## src/hw/rtl/hsv_pkg.sv

```systemverilog
// Shared types, constants and the divider step for the RGB to HSV pipeline.
package hsv_pkg;

    localparam int CHAN_BITS = 8;
    localparam int QUO_BITS  = 15;
    localparam int NUM_BITS  = QUO_BITS + CHAN_BITS;
    localparam int CELLS     = QUO_BITS;

    localparam logic [23:0] HUE_SPAN_60 = 24'd3840;
    localparam logic [23:0] HUE_OFF_120 = 24'd7680;
    localparam logic [23:0] HUE_OFF_240 = 24'd15360;
    localparam logic [23:0] HUE_OFF_360 = 24'd23040;
    localparam logic [23:0] PCT_ONE     = 24'd25600;
    localparam logic [15:0] PCT_SCALE   = 16'd100;

    // One restoring divider lane: partial remainder, and a word that shifts
    // numerator bits out at the top while quotient bits enter at the bottom.
    typedef struct packed {
        logic [CHAN_BITS-1:0] rem;
        logic [QUO_BITS-1:0]  work;
        logic [CHAN_BITS-1:0] divisor;
    } hsv_div_t;

    typedef struct packed {
        hsv_div_t            hue;
        hsv_div_t            sat;
        logic [QUO_BITS-1:0] value;
    } hsv_stage_t;

    function automatic hsv_div_t div_step(input hsv_div_t cur);
        hsv_div_t           nxt;
        logic [CHAN_BITS:0] trial;
        logic [CHAN_BITS:0] diff;
        trial = {cur.rem, cur.work[QUO_BITS-1]};
        diff  = trial - {1'b0, cur.divisor};
        nxt.divisor = cur.divisor;
        if (trial >= {1'b0, cur.divisor})
        begin
            nxt.rem  = diff[CHAN_BITS-1:0];
            nxt.work = {cur.work[QUO_BITS-2:0], 1'b1};
        end
        else
        begin
            nxt.rem  = trial[CHAN_BITS-1:0];
            nxt.work = {cur.work[QUO_BITS-2:0], 1'b0};
        end
        return nxt;
    endfunction

endpackage

```

## src/hw/rtl/rgb_to_hsv_converter_top.sv

```systemverilog
// Pipeline: an input transfer passes the front cell and then 15 divider cells to m_axis_tvalid.
// Throughput: one pixel per cycle while the chain advances; each divider cell resolves one
// quotient bit of hue and saturation, so the 15-bit quotient width sets the chain length.
// Backpressure holds the whole chain; s_axis_tready drops only while a result waits unread.
// Reset (rst_n, asynchronous) clears the valid flags of every cell; data registers are not reset.
module rgb_to_hsv_converter_top (
    input  logic        clk,
    input  logic        rst_n,
    input  logic        s_axis_tvalid,
    output logic        s_axis_tready,
    input  logic [23:0] s_axis_tdata,  // red[7:0], green[15:8], blue[23:16]
    output logic        m_axis_tvalid,
    input  logic        m_axis_tready,
    output logic [47:0] m_axis_tdata   // hue[14:0], saturation[29:15], value[44:30], zero[47:45]
);

    logic                advance;
    logic                cell_valid [hsv_pkg::CELLS+1];
    hsv_pkg::hsv_stage_t cell_data  [hsv_pkg::CELLS+1];

    // Advance the chain whenever the last cell is empty or its result is taken.
    assign advance       = !m_axis_tvalid || m_axis_tready;
    assign s_axis_tready = advance;

    hsv_front u_front (
        .clk       (clk),
        .rst_n     (rst_n),
        .advance   (advance),
        .in_valid  (s_axis_tvalid),
        .red       (s_axis_tdata[7:0]),
        .green     (s_axis_tdata[15:8]),
        .blue      (s_axis_tdata[23:16]),
        .out_valid (cell_valid[0]),
        .out_data  (cell_data[0])
    );

    for (genvar i = 0; i < hsv_pkg::CELLS; i++)
    begin : g_cell
        hsv_div_cell u_cell (
            .clk       (clk),
            .rst_n     (rst_n),
            .advance   (advance),
            .in_valid  (cell_valid[i]),
            .in_data   (cell_data[i]),
            .out_valid (cell_valid[i+1]),
            .out_data  (cell_data[i+1])
        );
    end

    assign m_axis_tvalid = cell_valid[hsv_pkg::CELLS];
    assign m_axis_tdata  = {3'b000,
                            cell_data[hsv_pkg::CELLS].value,
                            cell_data[hsv_pkg::CELLS].sat.work,
                            cell_data[hsv_pkg::CELLS].hue.work};

endmodule

```

## src/hw/rtl/hsv_front.sv

```systemverilog
// Front cell: max/min search, hue and saturation numerators, value by reciprocal.
module hsv_front (
    input  logic                             clk,
    input  logic                             rst_n,
    input  logic                             advance,
    input  logic                             in_valid,
    input  logic [hsv_pkg::CHAN_BITS-1:0]    red,
    input  logic [hsv_pkg::CHAN_BITS-1:0]    green,
    input  logic [hsv_pkg::CHAN_BITS-1:0]    blue,
    output logic                             out_valid,
    output hsv_pkg::hsv_stage_t              out_data
);

    logic                          valid_reg;
    hsv_pkg::hsv_stage_t           data_reg;
    hsv_pkg::hsv_stage_t           data_next;

    logic [hsv_pkg::CHAN_BITS-1:0] mx;
    logic [hsv_pkg::CHAN_BITS-1:0] mn;
    logic [hsv_pkg::CHAN_BITS-1:0] dlt;
    logic [hsv_pkg::CHAN_BITS-1:0] plus_ch;
    logic [hsv_pkg::CHAN_BITS-1:0] minus_ch;
    logic [23:0]                   offset;
    logic [23:0]                   hue_num;
    logic [23:0]                   sat_num;
    logic [15:0]                   val_base;
    logic [24:0]                   val_frac;
    logic [16:0]                   val_base_inc;

    always_comb
    begin
        // Red wins ties, then green.
        if (red >= green && red >= blue)
        begin
            mx       = red;
            plus_ch  = green;
            minus_ch = blue;
            offset   = (green >= blue) ? 24'd0 : hsv_pkg::HUE_OFF_360;
        end
        else if (green >= blue)
        begin
            mx       = green;
            plus_ch  = blue;
            minus_ch = red;
            offset   = hsv_pkg::HUE_OFF_120;
        end
        else
        begin
            mx       = blue;
            plus_ch  = red;
            minus_ch = green;
            offset   = hsv_pkg::HUE_OFF_240;
        end

        mn = red;
        if (green < mn)
            mn = green;
        if (blue < mn)
            mn = blue;
        dlt = mx - mn;

        // Numerator never goes negative; modular arithmetic lands on the true value.
        hue_num = offset * 24'(dlt) + hsv_pkg::HUE_SPAN_60 * 24'(plus_ch)
                - hsv_pkg::HUE_SPAN_60 * 24'(minus_ch);
        sat_num = hsv_pkg::PCT_ONE * 24'(dlt);

        // 25600*mx/255 = 100*mx + floor(100*mx/255); y/255 as (y+1)*257 >> 16.
        val_base     = 16'(mx) * hsv_pkg::PCT_SCALE;
        val_base_inc = 17'(val_base) + 17'd1;
        val_frac     = (25'(val_base_inc) << 8) + 25'(val_base_inc);

        data_next.value = 15'(val_base) + 15'(val_frac[24:16]);

        // Gray pixel: divide zero by one so the hue comes out zero.
        if (dlt == '0)
        begin
            data_next.hue.rem     = '0;
            data_next.hue.work    = '0;
            data_next.hue.divisor = 8'd1;
        end
        else
        begin
            data_next.hue.rem     = hue_num[hsv_pkg::NUM_BITS-1:hsv_pkg::QUO_BITS];
            data_next.hue.work    = hue_num[hsv_pkg::QUO_BITS-1:0];
            data_next.hue.divisor = dlt;
        end

        // Black pixel: saturation zero.
        if (mx == '0)
        begin
            data_next.sat.rem     = '0;
            data_next.sat.work    = '0;
            data_next.sat.divisor = 8'd1;
        end
        else
        begin
            data_next.sat.rem     = sat_num[hsv_pkg::NUM_BITS-1:hsv_pkg::QUO_BITS];
            data_next.sat.work    = sat_num[hsv_pkg::QUO_BITS-1:0];
            data_next.sat.divisor = mx;
        end
    end

    always_ff @(posedge clk or negedge rst_n)
    begin
        if (!rst_n)
            valid_reg <= 1'b0;
        else if (advance)
            valid_reg <= in_valid;
    end

    always_ff @(posedge clk)
    begin
        if (advance)
            data_reg <= data_next;
    end

    assign out_valid = valid_reg;
    assign out_data  = data_reg;

endmodule

```

## src/hw/rtl/hsv_div_cell.sv

```systemverilog
// Divider cell: one quotient bit for both the hue and saturation lanes.
module hsv_div_cell (
    input  logic                clk,
    input  logic                rst_n,
    input  logic                advance,
    input  logic                in_valid,
    input  hsv_pkg::hsv_stage_t in_data,
    output logic                out_valid,
    output hsv_pkg::hsv_stage_t out_data
);

    logic                valid_reg;
    hsv_pkg::hsv_stage_t data_reg;
    hsv_pkg::hsv_stage_t data_next;

    always_comb
    begin
        data_next.hue   = hsv_pkg::div_step(in_data.hue);
        data_next.sat   = hsv_pkg::div_step(in_data.sat);
        data_next.value = in_data.value;
    end

    always_ff @(posedge clk or negedge rst_n)
    begin
        if (!rst_n)
            valid_reg <= 1'b0;
        else if (advance)
            valid_reg <= in_valid;
    end

    always_ff @(posedge clk)
    begin
        if (advance)
            data_reg <= data_next;
    end

    assign out_valid = valid_reg;
    assign out_data  = data_reg;

endmodule

```

## config.mk

```make
export PLATFORM = sky130hd
export DESIGN_NAME = rgb_to_hsv_converter_top
export DESIGN_NICKNAME = d
export VERILOG_FILES = /design/src/hw/rtl/hsv_pkg.sv /design/src/hw/rtl/rgb_to_hsv_converter_top.sv /design/src/hw/rtl/hsv_front.sv /design/src/hw/rtl/hsv_div_cell.sv
export SDC_FILE = /design/constraint.sdc
export NUM_CORES = 2
export LEC_CHECK = 0
export BUFFER_PORTS_ARGS = -buffer_cell sky130_fd_sc_hd__buf_4
export CAP_MARGIN = 20
export CORE_AREA = 8 8 358 220
export CTS_BUF_LIST = sky130_fd_sc_hd__clkbuf_8
export DETAILED_ROUTE_END_ITERATION = 7
export DIE_AREA = 0 0 366 228
export GPL_TIMING_DRIVEN = 0
export PLACE_DENSITY_LB_ADDON = 0.3
export SYNTH_ARGS = -nofsm -noshare
export SYNTH_HDL_FRONTEND = slang
export SYNTH_SLANG_ARGS = --single-unit
```

## constraint.sdc

```tcl
create_clock -name clk -period 58.4 [get_ports clk]
set_input_delay 11.68 -clock clk [delete_from_list [all_inputs] [get_ports clk]]
set_output_delay 11.68 -clock clk [all_outputs]
set_load 0.01 [all_outputs]
```

* Word level (Yosys, flattened, before mapping)
Cells that the tools add are included.
** Word-level totals
- Register bits after elaboration :: 1216
- Input port bits :: 28
- Output and inout port bits :: 50
** Cells by class
- $add $sub $neg :: 34
- Multipliers :: 5
- Magnitude comparators :: 35
- Mux-type cells :: 41
- Reduce and logical (&&, ||, !) cells :: 5
** Operators by type and width (count)
- 23-bit two-way mux :: 28
- 9-bit by 8-bit greater-or-equal comparator with 1-bit output :: 30
- 8-bit subtractor :: 29
- 8-bit two-way mux :: 8
- 25-bit by 17-bit adder with 25-bit output :: 1
- 8-bit greater-or-equal comparator :: 3
- 24-bit by 8-bit multiplier with 23-bit output :: 1
- 4-bit by 8-bit multiplier with 12-bit output (first input constant) :: 2
- 24-bit two-way mux :: 1
- 23-bit by 20-bit adder with 23-bit output :: 1
- 23-bit by 20-bit subtractor with 23-bit output :: 1
- 15-bit by 1-bit adder with 16-bit output (second input constant) :: 1
- 8-bit logical NOT :: 2
- 8-bit < comparator :: 2
- 15-bit by 9-bit adder with 15-bit output :: 1
- 15-bit two-way mux :: 1
- 14-bit two-way mux :: 1
- 5-bit by 8-bit multiplier with 13-bit output (first input constant) :: 1
- 8-bit by 5-bit multiplier with 13-bit output (second input constant) :: 1
- 1-bit two-way mux :: 2
- 1-bit logical AND :: 1
- 1-bit logical NOT :: 1
- 1-bit logical OR :: 1

* Logic depth before layout (Yosys ltp)
- Word-level depth :: 8
- Depth in mapped cells :: 44
- Depth with buffers taken out :: 42

* Modules after synthesis
A second synthesis with hierarchy kept.
** Second synthesis, totals
- Cells, all modules :: 4180
- Area total of the unflattened synthesis :: 59490.8 µm²
** By module, submodules not included
- hsv_div_cell (g_cell[0].u_cell ...) :: times used 11, cells each 208, area each 3319.4 µm², seq. area each 2337.2 µm²
- hsv_front :: times used 1, cells each 1054, area each 9703.1 µm², seq. area each 1796.7 µm²
- hsv_div_cell (g_cell[4].u_cell ...) :: times used 2, cells each 205, area each 3295.7 µm², seq. area each 2337.2 µm²
- hsv_div_cell (g_cell[6].u_cell) :: times used 1, cells each 211, area each 3328.2 µm², seq. area each 2337.2 µm²
- hsv_div_cell (g_cell[3].u_cell) :: times used 1, cells each 212, area each 3321.9 µm², seq. area each 2337.2 µm²
- rgb_to_hsv_converter_top :: times used 1, cells each 5, area each 32.5 µm², seq. area each 0.0 µm²

* Worst setup path before layout
No wires, ideal clock.
- Path kind :: input to output
- Start point :: in m_axis_tready
- End point :: out s_axis_tready
- Arrival :: 31439 ps
- Data required time :: 46720 ps
- Setup slack :: 15281 ps
- Stages :: 4
- Path buffers :: 2
- Cell sequence :: nor2b_1 clkbuf_1 clkbuf_1 inv_1
** Between the ends
- Longest elaborated chain between the ends :: 1
** RTL lines
- start: declaration :: line rgb_to_hsv_converter_top.sv:13 : input logic m_axis_tready,
- 1-bit logical OR :: line rgb_to_hsv_converter_top.sv:22 : assign advance = !m_axis_tvalid || m_axis_tready;
- end: declaration :: line rgb_to_hsv_converter_top.sv:10 : output logic s_axis_tready,
No other way between the ends.

* Final worst setup path
Same ends and word-level chain as after synthesis.

==> impl_metrics.json <==
{
  "status": "complete, no violations",
  "die_y_um": 228,
  "synth.avg_cell_area_um2": 13.74,
  "clock_latency_ns": 0.82,
  "cts_resized": 0,
  "slew_headroom": 0.2546,
  "end_kind": "output port",
  "clock_sinks": 1019,
  "synth_ff_type": "edfxtp_1",
  "gr-total-overflow": 0,
  "first_global_vias": 27773,
  "worst_pin_slew_ns": 1.106,
  "max_freq_mhz": 38.15,
  "critPathMaxStageDelay_ns": 0.58,
  "vias": 27887,
  "cts_buffers": 143,
  "fin_ws_ns": 32.18,
  "startpoint": "m_axis_tready",
  "layout-drive-gt1-share": 0.1269,
  "dieArea_um2": 83450,
  "crit_required_ns": 46.72,
  "ctsHtreeMaxLevel": 4,
  "dp_slack_ns": 32.26,
  "crit_arrival_ns": 14.54,
  "worstHoldStart": "u_front.out_data[63]$_SDFFCE_PN0P_",
  "hold_buffers": 0,
  "synthesis.area_um2": 50920,
  "worst_path_dominant_cell_family": "buffers and inverters",
  "drt_iter0_markers": 2359,
  "async_flop_share": 0.01570,
  "layout.nets": 4504,
  "synthCells": 3706,
  "worst-setup-path-type": "input port to output port",
  "postCtsSetupBuffers": 0,
  "synth_edf_count": 1003,
  "viasPerCell": 5.536,
  "final_cells": 5037,
  "track_usage": 0.2024,
  "timing.final.crit_share": 0.4489,
  "ys_seq_area_frac": 0.5994,
  "drtAntennaViolNets": 0,
  "synth_most_common_cell": "edfxtp_1",
  "io_pins": 78,
  "gp_congestion": 0.8849,
  "cts_tree": "yes",
  "core.rowCount": 77,
  "wl_per_cell_um": 16.77,
  "drt-pass1-iter-count": 7,
  "hold_violations": 0,
  "crit_path_max_fanout": 143,
  "setup_viol": 0,
  "worstPathCellList": "buf_4 > nor2b_1 > clkbuf_1 > clkbuf_1 > inv_8 > buf_16 > buf_16 > buf_4",
  "hp-class": "flip-flop to flip-flop",
  "path_clk_slew_ns": 0.07,
  "max-cap-violations": 0,
  "drc_errors": 0,
  "netlist_top_cells_count": "1003 x edfxtp_1, 540 x inv_1, 434 x ha_1",
  "fin_skew_ns": 0.04417,
  "yosys.area.top_type": "edfxtp_1",
  "period_minus_slack_ns": 26.22,
  "io_buffers": 74,
  "startpoint_type": "input port",
  "ys_warn_count": 0,
  "synth_top_area_frac": 0.5915,
  "grt_start_max_net_pins": 146,
  "start_util": 0.6954,
  "ys_ff_latch": 1019,
  "root_buffer": "clkbuf_8",
  "core_area_um2": 73220,
  "crit_slowest_cell": "clkbuf_1",
  "ys_top_cells_by_area": "edfxtp_1 59%, ha_1 11%, fa_1 4.1%",
  "rsz0062_at_grt": "false",
  "cts.path.max_buffers": 3,
  "areaGrowthSynthToFinish_pct": 9.067,
  "reg2reg_setup_slack_ns": 55.01,
  "hpwl_mm": 59.45,
  "slew_viol_final": 0,
  "antenna_found_initial": 1,
  "place_inst": 4779,
  "path_buf_inv": 7,
  "grt_pass1_wl_mm": 140.0,
  "fp.dieW_um": 366,
  "r2r-start": "g_cell[0].u_cell.out_data[47]$_DFFE_PP_",
  "routed_wl_mm": 84.46,
  "ys_types": 57,
  "fillers": 4499,
  "setup_tns_ns": 0
}
kinds of logic after synthesis:
| logic type | after synthesis | synth area share |
|---|---|---|
| flip-flops | 1019 | 0.5994 |
| AND/OR/NAND/NOR | 613 | 0.05789 |
| buffers and inverters | 607 | 0.04856 |
| adder cells (fa/ha/maj) | 538 | 0.1475 |
| AO/OA/AOI/OAI | 524 | 0.06711 |
| multiplexers | 232 | 0.04971 |
| XOR/XNOR | 172 | 0.02973 |
| other | 1 | 0.00007365 |
routing by layer:
layer	wire length (um)	share of wire	global-route usage
met1	42710	0.51	0.3162
met2	35180	0.42	0.2890
met3	5258	0.062	0.03938
met4	1308	0.015	0.05917
met5	0	0	0
cells in the final DEF (no fill, tap or decap), types with 29 or more instances in the layout:
cell / n
o21ai_0: 168
o21a_1: 79
nor4_1: 29
nand4_1: 48
xor2_1: 50
mux2i_1: 68
nand2b_1: 40
clkinv_1: 43
mux2_2: 163
ha_1: 434
a21oi_1: 105
inv_1: 578
xnor2_1: 121
clkbuf_8: 145
a21o_1: 53
nor2_1: 219
buf_4: 123
nor3_1: 33
fa_1: 104
nand2_1: 114
nor2b_1: 69
edfxtp_1: 1003
a21boi_0: 58
final timing paths:
kind | end | cells past startpoint
min in group asynchronous | g_cell[13].u_cell.out_valid$_DFFE_PN0P_ | 1
setup / recovery | s_axis_tready | 8
setup reg to reg | g_cell[1].u_cell.out_data[71]$_DFFE_PP_ | 10
hold reg to reg | g_cell[0].u_cell.out_data[64]$_DFFE_PP_ | 0
max in group asynchronous | g_cell[7].u_cell.out_valid$_DFFE_PN0P_ | 1
hold / removal | g_cell[0].u_cell.out_data[64]$_DFFE_PP_ | 0
cell type report:
type / count / area (um^2) / area share
Tap cell: 987 / 1235 / 0.02224
Inverter: 541 / 2041 / 0.03675
Clock inverter: 111 / 595.6 / 0.01072
Timing Repair Buffer: 85 / 773.2 / 0.01392
Buffer: 66 / 439.2 / 0.007908
Sequential cell: 1019 / 30520 / 0.5496
Clock buffer: 145 / 1996 / 0.03594
Multi-Input combinational cell: 2082 / 17930 / 0.3229
Antenna cell: 1 / 2.502 / 0.00004506
per-stage QoR:
| step | hold WS [ns] | instance area (um^2) | utilization |
|---|---|---|---|
| floorplan | 0.4003 | 50930 | - |
| global placement | 0.4001 | 52720 | 0.7200 |
| detailed placement | 0.4045 | 52930 | 0.7229 |
| CTS | 0.3969 | 55520 | 0.7583 |
| global route | 0.4090 | 55530 | 0.7585 |
| finish | 0.3972 | 55530 | 0.7585 |
sequential cells by signal, summed over array words and instances, names as in the netlist:
| name | count |
|---|---|
| g_cell.u_cell.out_data | 944 |
| g_cell.u_cell.out_valid | 15 |
| u_front.out_valid | 1 |
| u_front.out_data | 59 |
Power is not shown: default switching activity piles up to over one toggle a cycle in this logic, so the estimate is an artifact.
